==> src/hdl/far_pkg.sv <==
// shared types and constants of the fraction arithmetic reduce unit
`timescale 1ns / 1ps
`default_nettype none
package far_pkg;
    localparam int OperandBits  = 28;
    localparam int ResBits      = 56;
    localparam int MagBits      = 55;
    localparam logic [OperandBits-1:0] MaxMagnitude = OperandBits'(100000000);

    localparam logic [1:0] ModeAdd = 2'd0;
    localparam logic [1:0] ModeSub = 2'd1;
    localparam logic [1:0] ModeMul = 2'd2;
    localparam logic [1:0] ModeDiv = 2'd3;

    localparam logic [1:0] StatusOk    = 2'd0;
    localparam logic [1:0] StatusRange = 2'd1;
    localparam logic [1:0] StatusZero  = 2'd2;

    // classified word handed from front to back
    typedef struct packed {
        logic [1:0]               mode;
        logic                     bad;
        logic signed [OperandBits-1:0] na;
        logic signed [OperandBits-1:0] da;
        logic signed [OperandBits-1:0] nb;
        logic signed [OperandBits-1:0] db;
    } t_job;
endpackage
`default_nettype wire

==> src/hdl/far_front.sv <==
// front end: range check of the operands and a two-entry job queue
`timescale 1ns / 1ps
`default_nettype none
module far_front (
    input  wire logic                i_clk,
    input  wire logic                i_rst_n,
    input  wire logic                i_valid,
    output logic                     o_stall,
    input  wire logic [1:0]          i_mode,
    input  wire logic signed [far_pkg::OperandBits-1:0] i_num_a,
    input  wire logic signed [far_pkg::OperandBits-1:0] i_den_a,
    input  wire logic signed [far_pkg::OperandBits-1:0] i_num_b,
    input  wire logic signed [far_pkg::OperandBits-1:0] i_den_b,
    output logic                     o_job_valid,
    input  wire logic                i_job_take,
    output far_pkg::t_job            o_job
);
    far_pkg::t_job r_q [2];
    logic          r_rd, r_wr;
    logic [1:0]    r_cnt;
    logic          w_push, w_pop;

    function automatic logic oor(input logic signed [far_pkg::OperandBits-1:0] x);
        logic [far_pkg::OperandBits-1:0] m;
        m = x[far_pkg::OperandBits-1] ? -x : x;
        return x[far_pkg::OperandBits-1] ? (m > far_pkg::MaxMagnitude || m == '0)
                                          : (m > far_pkg::MaxMagnitude);
    endfunction

    assign o_stall     = (r_cnt == 2'd2);
    assign w_push      = i_valid && !o_stall;
    assign o_job_valid = (r_cnt != 2'd0);
    assign w_pop       = o_job_valid && i_job_take;
    assign o_job       = r_q[r_rd];

    always_ff @(posedge i_clk) begin
        if (w_push) begin
            r_q[r_wr].mode <= i_mode;
            r_q[r_wr].bad  <= oor(i_num_a) || oor(i_den_a) || oor(i_num_b) || oor(i_den_b);
            r_q[r_wr].na   <= i_num_a;
            r_q[r_wr].da   <= i_den_a;
            r_q[r_wr].nb   <= i_num_b;
            r_q[r_wr].db   <= i_den_b;
        end
        if (!i_rst_n) begin
            r_rd  <= 1'b0;
            r_wr  <= 1'b0;
            r_cnt <= 2'd0;
        end else begin
            if (w_push) r_wr <= !r_wr;
            if (w_pop)  r_rd <= !r_rd;
            r_cnt <= r_cnt + 2'(w_push) - 2'(w_pop);
        end
    end
endmodule
`default_nettype wire

==> config.mk <==
export PLATFORM = sky130hd
export DESIGN_NAME = far_front
export DESIGN_NICKNAME = d
export VERILOG_FILES = /design/src/hdl/far_pkg.sv /design/src/hdl/far_front.sv
export SDC_FILE = /design/constraint.sdc
export NUM_CORES = 1
export LEC_CHECK = 0
export BUFFER_PORTS_ARGS = -buffer_cell sky130_fd_sc_hd__buf_2
export CORE_MARGIN = 2
export CORE_UTILIZATION = 55
export DETAILED_ROUTE_END_ITERATION = 8
export GPL_TIMING_DRIVEN = 1
export HOLD_SLACK_MARGIN = 0.15
export PLACE_DENSITY = 0.77
export RECOVER_POWER = 25
export REMOVE_ABC_BUFFERS = 1
export SKIP_CTS_REPAIR_TIMING = 1
export SLEW_MARGIN = 20
export SYNTH_ARGS = -nofsm -noshare
export SYNTH_HDL_FRONTEND = slang
export SYNTH_SLANG_ARGS = --single-unit
==> constraint.sdc <==
create_clock -name i_clk -period 6.95 [get_ports i_clk]
set_input_delay 0.695 -clock i_clk [delete_from_list [all_inputs] [get_ports i_clk]]
set_output_delay 0.695 -clock i_clk [all_outputs]
set_load 0.005 [all_outputs]
==> summary.md, run 1 <==
| Metric | Value |
|---|---|
| Initial Util | `approximately 56%` |
| Filler instances | `~1.4k` |
| Worst Skew | `between 0.008 and 0.009 ns` |
| CTS Buffer Depth | `3` |
| Min Tclk post-route | `between 3 and 4 ns` |
| Pwr Total | `just under 4 mW` |
| Seq/Total Area, Yosys | `about two thirds` |
| First-pass iteration count of the detailed router | `5` |
| Share of post-route cells with drive strength above 1 | `approximately a third` |
| Largest cells by area after synthesis | `edfxtp_1, mux2_2, nor2_1` |
| Reg-to-reg slack, setup | `4.52 ns` |
| CTS root buf | `clkbuf_16` |
| Fmax | `between 0.2 and 0.3 GHz` |
| Final Max Tran Viols | `0` |
| Grt total ovfl | `0` |
| Synth Warn # | `0` |
| WP data arrival | `around 2.7 ns` |
| Crit. End Element | `output port` |
| Share of synthesized registers carrying an async set or reset | `0%` |
| H-Tree Depth | `1` |
| Leak pwr | `roughly 4.4 nW` |
| I/O Pins | `235` |
| Inst Count DP | `roughly 1.2k` |
| Vias per cell | `approximately 5.7` |
| Synth Flop Type | `edfxtp_1` |
| Gp weighted congestion | `between 0.8 and 0.9` |
| Initial DRC Count | `356` |
| Core area | `just under 0.02 mm2` |
| TritonCTS clock tree | `yes` |
| Clk slew on worst S/H paths | `~0.060 ns` |
| FP Rows | `just over 50` |
| Slew headroom | `31.67%` |
| Die height | `between 100 and 150 um` |
| Hold Violations, Final | `0` |
| Wire per inst | `approximately 18 um` |
| Post-synth cell types | `70` |
| Die W | `roughly 140 um` |
| Hold Path Class | `input pin to flip-flop` |
| Count of input and output buffers | `about 230` |
| Critical path type | `flip-flop to output port` |
| Largest net degree at the start of global routing | `82` |
| R2R cell count | `3` |
| Vias in the first global route | `around 7.1k` |
| Min-delay src | `i_mode[0]` |
| Final period util | `around 50%` |
| CP required | `6.25 ns` |
| Critical path startpoint category | `flip-flop` |
| Hold path depth | `1` |
| Drt drc | `0` |
| Clk Latency, worst-skew pair | `0.50 ns` |
| Clk sink count | `~240` |
| Commonest non-fill, non-tap cell in the layout | `edfxtp_1` |
| Commonest cells after routing, fill and taps aside | `edfxtp_1, buf_2, mux2_2` |
| Final Non-Filler Cells | `about 1.3k` |
| Synth Cell Area | `0.01077 mm2` |
| Peak VDD IR | `0.3076 mV` |
| WL final | `roughly 23000 um` |
| Cell taking the most area after synthesis | `edfxtp_1` |
| Power Density | `306.3 mW/mm2` |
| Total GRT Usage | `a little over a fifth` |
| CP Max Fanout | `slightly above 70` |
| Nets@finish | `between 1k and 1.5k` |
| Synth Instances | `approximately 750` |
| Die area | `about 0.021 mm2` |
| Worst hold slack | `0.3819 ns` |
| Worst path max stage delay | `slightly below 1 ns` |
| Least-Margin Pin Slew | `roughly 1 ns` |
| WHS Endpoint | `r_q[0][113]` |
| CTS buffer count | `24` |
| R2r startpoint | `r_cnt[0]` |
| Post-synth top area share | `64.16%` |
| RSZ-0062 raised after global routing | `false` |
| Initial antenna violation count | `0` |
| CP max-delay cell | `dfxtp_4` |
| Antenna-violating nets left | `0` |
| # diodes | `0` |
| HPWL after DPL | `approximately 15000 um` |
| Syn_area_per_cell | `about 14 um2` |
| Worst-path cell chain | `buf_4, mux2_2, buf_2` |
| Synth Register Bits | `235` |
| # setup viols final | `0` |
| Post-synth EDFFs | `230` |
| Setup TNS | `0 ns` |
| FF-to-FF End | `r_q[1][19]` |
| Outcome | `completed` |
| Max_cap viols | `0` |
| First-pass GRT wire length | `35200 um` |
| Vias | `just over 7k` |
| Layout overhead on the synthesized area | `20.35%` |
[state kept, by name, summed over array words and instances (netlist names), named ones only]
register,cells
r_rd,1
r_cnt,2
r_q,230
r_wr,1
[stage by stage]
step	setup WS, ns	cell area (um2)	utilization (%)
floorplan	0.7797	10660	-
global placement	3.428	12220	63.19
detailed placement	3.388	12220	63.19
CTS	3.478	13030	67.37
global route	3.355	12960	67.01
finish	3.544	12960	67.01
[cells in the mapped netlist (all sizes together) (6+ instances only)]
| library cell | n |
|---|---|
| edfxtp | 230 |
| o31a | 8 |
| o21ai | 18 |
| a31oi | 10 |
| nor4 | 20 |
| nor3 | 24 |
| xor2 | 7 |
| nor2b | 8 |
| inv | 14 |
| o31ai | 13 |
| nand2 | 33 |
| nor2 | 40 |
| nand4 | 15 |
| mux2 | 115 |
| and2 | 6 |
| or4 | 12 |
| clkbuf | 21 |
| or3 | 15 |
| nand3 | 17 |
| a21oi | 14 |
| nand2b | 6 |
| and4 | 6 |
| xnor2 | 14 |
[critical path, delay by kind of cell, from the launching register on]
kind / cells / cell delay (ns)
buffers and inverters: 2 / 0.77
DFF: 1 / 0.97
muxes: 1 / 0.41
[report_power, final]
group	switching, mW	internal, mW
sequential	0.0879	1.76
clock	0.500	0.798
combinational	0.406	0.417
total	0.994	2.97
[worst max-delay path by stage]
stage | startpoint | endpoint | slack (ns)
floorplan | i_valid | r_q[0][0] | 0.78
global placement | i_num_a[4] | r_q[0][112] | 3.43
detailed placement | i_num_a[4] | r_q[0][112] | 3.39
CTS | flip-flop | o_job[80] | 3.48
global route | flip-flop | o_job[79] | 3.35
finish | flip-flop | o_job[79] | 3.54
[cells by family (layout without fill, tap and decap cells)]
logic type	after synthesis	after routing	share of synthesized area (%)
buf+inv	41	296	1.464
fa+ha+maj	4	4	0.4417
simple gates	223	223	12.02
xor+xnor	21	21	1.709
compound gates	106	106	7.160
flops	235	235	65.09
mux	116	116	12.12
[routing by layer]
layer	vias to the layer above	track usage, %	part of all wire (%)
met5	-	0	0
met3	32	5.765	8.9
met4	0	4.592	1.6
li1	3466	-	-
met1	3470	26.82	40
met2	277	37.29	49
[area by class of cell]
type,instances,area [um2],area share (%)
flip-flops and latches,235,7010,54.11
multi-input cells,470,3613,27.89
repair buffers,238,1136,8.769
inverters,15,56.30,0.4346
well taps,265,331.6,2.559
clock buffers,34,689.4,5.321
clock inverters,9,118.9,0.9174
Power figures use the tool's default switching activity.
==> run 2: changes to the inputs <==
==> constraint.sdc (replaced) <==
create_clock -name i_clk -period 3.4 [get_ports i_clk]
set_input_delay 0.34 -clock i_clk [delete_from_list [all_inputs] [get_ports i_clk]]
set_output_delay 0.34 -clock i_clk [all_outputs]
set_load 0.005 [all_outputs]
==> run 2 against run 1 <==
Compared with the run above: register-to-register slack got worse by 3.2 ns; first-iteration DRC count decreased by 0.56%; clock power increased by 110%; via count increased by 7.1%; cell count increased by 8.8%; clock skew increased by 0.0048 ns; routed wire length increased by 12%; utilization increased by 5.7 points; non-clock buffer count increased by 109.
==> summary.md, run 2 (synthesis results as in run 1) <==
| Metric | Value |
|---|---|
| CP max-delay cell | `dlygate4sd3_1` |
| Worst-path cell chain | `dlygate4sd3_1, clkbuf_1, inv_1, ha_1, or4b_4, o31ai_4, xnor2_1, nor2_1, nand4b_1, or4_1, a41oi_2, nand4_1` |
| Top reg by flops | `r_q` |
| Nets@finish | `1215 (+10%)` |
| Antenna-violating nets left | `0 (unchanged)` |
| Initial Util | `55.68% (unchanged)` |
| Int Power | `6.197 mW (+110%)` |
| Initial DRC Count | `354 (-0.56%)` |
| Routed length on met3 | `2267 um (+10%)` |
| Clk slew on worst S/H paths | `0.06 ns (about the same)` |
| Critical path type | `input pin to flip-flop` |
| Power Density | `595.0 mW/mm2 (+94%)` |
| Worst path max stage delay | `0.55 ns (-0.42 ns)` |
| Die height | `143.9 um (unchanged)` |
| WP data arrival | `3.36 ns (+0.65 ns)` |
| Dpl ws | `0.3663 ns (-3.021 ns)` |
| Number of flip-flops under the largest register name | `230 (unchanged)` |
| Buf/Inv on CP | `3 (+1)` |
| Min-delay src | `i_num_b[2]` |
| H-Tree Depth | `1 (unchanged)` |
| R2R cell count | `3 (unchanged)` |
| Peak VDD IR | `0.5068 mV (+65%)` |
| Pwr Total | `8.363 mW (+110%)` |
| Critical Path Start | `i_num_b[0]` |
| Hold path depth | `1 (unchanged)` |
| NetSw | `2.166 mW (+120%)` |
| Layout overhead on the synthesized area | `30.57%` |
| Min Tclk post-route | `approximately 3.1 ns` |
| FP Rows | `51 (unchanged)` |
| Crit. End Element | `flip-flop` |
| Setup TNS | `0 ns (unchanged)` |
| Final Max Tran Viols | `0 (unchanged)` |
| Total GRT Usage | `22.10% (+0.74 points)` |
| Initial antenna violation count | `0 (unchanged)` |
| Hold Path Class | `input pin to flip-flop` |
| I/O Pins | `235 (unchanged)` |
| Max_cap viols | `0 (unchanged)` |
| Share of post-route cells with drive strength above 1 | `30.85% (-2.8 points)` |
| Sequential power share | `44.8% (-1.8 points)` |
| Outcome | `completed` |
| Wire per inst | `18.76 um (+3.2%)` |
| CTS Buffer Depth | `3 (unchanged)` |
| Combinational Power Share | `22.5% (+1.8 points)` |
| Top routing layer used | `met4` |
| Count of input and output buffers | `234 (unchanged)` |
| Commonest cells after routing, fill and taps aside | `edfxtp_1, buf_2, mux2_2` |
| CP Max Fanout | `5 (-93%)` |
| Critical path startpoint category | `input pin` |
| Vias per cell | `5.633 (-1.6%)` |
| CP top delay family | `simple AND/OR/NAND/NOR gates` |
| WHS Endpoint | `r_q[1][30]` |
| Filler instances | `1307 (-9.6%)` |
| Die W | `143.9 um (unchanged)` |
| Core area | `0.01933 mm2 (unchanged)` |
| Vias | `7756 (+7.1%)` |
| Final worst slack | `0.2730 ns (-3.271 ns)` |
| Clock share of power | `32.7% (about the same)` |
| Clk Latency, worst-skew pair | `0.51 ns (about the same)` |
| CTS buffer count | `25 (+4.2%)` |
| Leak pwr | `4.883 nW (+10%)` |
| Vias in the first global route | `7113 (+0.34%)` |
| Commonest non-fill, non-tap cell in the layout | `edfxtp_1` |
| Fmax | `0.3198 GHz` |
| Worst Skew | `0.01327 ns (+0.004779 ns)` |
| Die area | `0.02071 mm2 (unchanged)` |
| Clk sink count | `235 (unchanged)` |
| CP required | `3.63 ns (-2.62 ns)` |
| First-pass iteration count of the detailed router | `4 (-1)` |
| FF-to-FF End | `r_q[1][76]` |
| Largest regs | `r_q (230), r_cnt (2)` |
| Switch share | `25.90% (+0.85 points)` |
| First-pass GRT wire length | `35940 um (+2.1%)` |
| TritonCTS clock tree | `yes` |
| Worst hold slack | `0.2582 ns (-0.1237 ns)` |
| CTS root buf | `clkbuf_16` |
| Drt drc | `0 (unchanged)` |
| HPWL after DPL | `16090 um (+4.2%)` |
| Reg-to-reg slack, setup | `1.35 ns (-3.17 ns)` |
| Detail Route met2 WL | `13050 um (+16%)` |
| Hold Violations, Final | `0 (unchanged)` |
| Met1 wire length | `10140 um (+9.0%)` |
| Slew headroom | `18.52% (-13 points)` |
| Final period util | `91.97%` |
| Least-Margin Pin Slew | `1.222 ns (+0.1972 ns)` |
| R2r startpoint | `r_cnt[0]` |
| Largest net degree at the start of global routing | `72 (-12%)` |
| # setup viols final | `0 (unchanged)` |
| RSZ-0062 raised after global routing | `false` |
| Grt total ovfl | `0 (unchanged)` |
| WL final | `25840 um (+12%)` |
| Multi-input combinational cell area | `0.003613 mm2 (unchanged)` |
| Gp weighted congestion | `0.9151 (+2.0%)` |
| # diodes | `0 (unchanged)` |
| FF/Latch Area | `0.007010 mm2 (unchanged)` |
[run 2: changes by cell type in the layout (fill, tap and decap cells not counted), moves of 2 or more]
cell           delta
clkbuf_8          -3
clkinvlp_4        +2
buf_4             +5
clkinv_1          +2
clkbuf_1          +2
dlygate4sd3_1   +102
[run 2: worst max path at each step]
stage                       end  cells after the start
finish              r_q[0][112]                     12
global route        r_q[0][112]                     10
CTS                   o_job[37]                      3
detailed placement  r_q[0][112]                     11
global placement    r_q[0][112]                     11
floorplan             r_q[0][0]                      3
[run 2: layer usage]
metal	vias up	GRT usage [%]
li1	3664	-
met1	3774	27.75
met4	0	4.902
met2	281	38.67
met3	37	5.731
met5	-	0
[run 2: cell type report]
type / instances / area share [%]
clock buffer: 30 / 4.584
multi-input combinational: 470 / 25.71
tap: 265 / 2.359
sequential: 235 / 49.88
clock inverter: 15 / 1.300
inverter: 15 / 0.4006
timing repair buffer: 347 / 15.77
[run 2: through the flow]
| stage | utilization [%] | std cells | instance area, um2 |
|---|---|---|---|
| floorplan | - | 720 | 10660 |
| global placement | 63.63 | 1230 | 12300 |
| detailed placement | 63.63 | 1230 | 12300 |
| CTS | 67.91 | 1275 | 13130 |
| global route | 72.70 | 1377 | 14060 |
| finish | 72.70 | 1377 | 14060 |
[run 2: power groups by stage]
stage	Sequential, mW	Clock (mW)	Combinational [mW]
after floorplan	3.88	0	0.950
after global placement	3.78	0	1.76
after detailed placement	3.81	0	1.77
after CTS	3.75	2.77	1.79
after global routing	3.78	2.89	2.05
final	3.75	2.74	1.88
==> run 3: changes to the inputs <==
==> constraint.sdc (replaced) <==
create_clock -name i_clk -period 3.4 [get_ports i_clk]
set_input_delay 0 -clock i_clk [delete_from_list [all_inputs] [get_ports i_clk]]
set_output_delay 0 -clock i_clk [all_outputs]
set_load 0.005 [all_outputs]
==> run 3 against run 2 <==
Compared with the run above: design area rose by 0.71%; register-to-register slack got worse by 0.26 ns; first-iteration DRC count rose by 22%; combinational power rose by 2%; via count rose by 2.1%; critical path type unchanged; critical endpoint is now r_q[1][112]; largest cell class unchanged; largest power group unchanged; highest routed layer unchanged.
==> summary.md, run 3 (synthesis results as in run 1) <==
| Metric | Value |
|---|---|
| CTS buffer count | `24 (-4.0%)` |
| HPWL after DPL | `15810 um (-1.8%)` |
| Top reg by flops | `r_q` |
| Min Tclk post-route | `2.790 ns (-0.3375 ns)` |
| Nets@finish | `1227 (+0.99%)` |
| Min-delay src | `i_mode[0]` |
| FF-to-FF End | `r_wr` |
| Initial antenna violation count | `0 (unchanged)` |
| Reg-to-reg slack, setup | `1.09 ns (-0.26 ns)` |
| Critical path depth in cells | `12 (unchanged)` |
| Multi-input combinational cell area | `0.003613 mm2 (unchanged)` |
| Grt total ovfl | `0 (unchanged)` |
| CTS Buffer Depth | `3 (unchanged)` |
| Antenna-violating nets left | `0 (unchanged)` |
| Slew headroom | `53.21% (+35 points)` |
| First-pass iteration count of the detailed router | `5 (+1)` |
| Die area | `0.02071 mm2 (unchanged)` |
| Share of post-route cells with drive strength above 1 | `30.33% (-0.52 points)` |
| Setup crit end | `r_q[1][112]` |
| CP max-delay cell | `dlygate4sd3_1` |
| Filler instances | `1280 (-2.1%)` |
| WP data arrival | `3.03 ns (-0.33 ns)` |
| TritonCTS clock tree | `yes` |
| Hold Path Class | `input pin to flip-flop` |
| H-Tree Depth | `1 (unchanged)` |
| Number of flip-flops under the largest register name | `230 (unchanged)` |
| Worst hold slack | `0.2387 ns (-0.01947 ns)` |
| # setup viols final | `0 (unchanged)` |
| FP Rows | `51 (unchanged)` |
| Final Max Tran Viols | `0 (unchanged)` |
| Max_cap viols | `0 (unchanged)` |
| Drt drc | `0 (unchanged)` |
| Worst path max stage delay | `0.53 ns (-0.02 ns)` |
| Largest regs | `r_q (230), r_cnt (2)` |
| Clk sink count | `235 (unchanged)` |
| Worst Skew | `0.01150 ns (-0.001778 ns)` |
| Critical path type | `input pin to flip-flop` |
| Count of input and output buffers | `234 (unchanged)` |
| Initial DRC Count | `433 (+22%)` |
| Core area | `0.01933 mm2 (unchanged)` |
| Critical Path Start | `i_num_b[1]` |
| Final worst slack | `0.6105 ns (+0.3375 ns)` |
| Peak VDD IR | `0.5229 mV (+3.2%)` |
| Pwr Total | `8.202 mW (-1.9%)` |
| Vias in the first global route | `7134 (+0.30%)` |
| Leak pwr | `4.928 nW (+0.93%)` |
| Fmax | `0.3585 GHz (+12%)` |
| CTS root buf | `clkbuf_16` |
| Total GRT Usage | `22.06% (-0.043 points)` |
| Clk slew on worst S/H paths | `0.06 ns (about the same)` |
| Die height | `143.9 um (unchanged)` |
| Outcome | `completed` |
| I/O Pins | `235 (unchanged)` |
| R2r startpoint | `r_cnt[0]` |
| Worst-path cell chain | `dlygate4sd3_1, clkbuf_1, inv_1, ha_1, or4b_4, o31ai_4, xnor2_1, nor2_1, nand4b_1, or4_1, a41oi_2, nand4_1` |
| Dpl ws | `0.6799 ns (+0.3136 ns)` |
| Wire per inst | `18.82 um (+0.32%)` |
| Layout overhead on the synthesized area | `31.50%` |
| Hold Violations, Final | `0 (unchanged)` |
| Die W | `143.9 um (unchanged)` |
| Critical path startpoint category | `input pin` |
| Commonest cells after routing, fill and taps aside | `edfxtp_1, buf_2, dlygate4sd3_1` |
| Commonest non-fill, non-tap cell in the layout | `edfxtp_1` |
| Gp weighted congestion | `0.8674 (-5.2%)` |
| CP Max Fanout | `7 (+2)` |
| Initial Util | `55.68% (unchanged)` |
| Least-Margin Pin Slew | `0.7002 ns (-0.5220 ns)` |
| First-pass GRT wire length | `36060 um (+0.35%)` |
| RSZ-0062 raised after global routing | `false` |
| CP required | `3.64 ns (about the same)` |
| CP top delay family | `simple AND/OR/NAND/NOR gates` |
| Power Density | `579.4 mW/mm2 (-2.6%)` |
| R2R cell count | `6 (+3)` |
| Clk Latency, worst-skew pair | `0.52 ns (about the same)` |
| FF/Latch Area | `0.007010 mm2 (unchanged)` |
| Crit. End Element | `flip-flop` |
| Final period util | `82.04% (-9.9 points)` |
| Buf/Inv on CP | `3 (unchanged)` |
| Vias | `7921 (+2.1%)` |
| WL final | `26110 um (+1.0%)` |
| Vias per cell | `5.711 (+1.4%)` |
| Largest net degree at the start of global routing | `48 (-33%)` |
## run 3: cell types whose count changed in the layout (fill, tap and decap cells not counted), sizes merged
cell,before,now
clkinv,8,9
diode,0,1
inv,15,14
clkinvlp,3,1
bufinv,4,2
buf,171,169
clkbuf,104,103
dlygate4sd3,102,118
## run 3: final cells by class
type                       instances  area share [%]
tap                              265           2.342
multi-input combinational        470           25.53
clock inverter                    11          0.8131
inverter                          15          0.3977
clock buffer                      30           4.543
antenna                            1         0.01768
timing repair buffer             360           16.84
sequential                       235           49.52
## run 3: through the flow
stage / TNS, ns / util (%) / cell area (um2) / cells
floorplan: -322.69 / - / 10660 / 720
global placement: 0 / 63.64 / 12310 / 1227
detailed placement: 0 / 63.64 / 12310 / 1227
CTS: 0 / 67.57 / 13060 / 1268
global route: 0 / 73.20 / 14150 / 1386
finish: 0 / 73.22 / 14160 / 1387
## run 3: how the worst min path moves through the flow
stage	end	depth (start not counted)
CTS	r_q[1][113]	1
detailed placement	r_q[0][114]	1
global placement	r_q[1][113]	1
floorplan	r_q[0][0]	0
global route	r_q[1][113]	2
finish	r_q[1][113]	2
## run 3: routing by layer
layer	vias to the layer above	global-route usage, %	part of all wire (%)
met3	44	5.531	7.7
met2	309	37.87	51
li1	3709	-	-
met1	3859	28.49	40
met5	-	0	0
met4	0	4.850	2.0
## run 3: power by group
part | switching, mW | total, mW | internal (mW)
registers | 0.142 | 3.74 | 3.59
clock network | 1.05 | 2.54 | 1.49
logic | 0.951 | 1.92 | 0.973
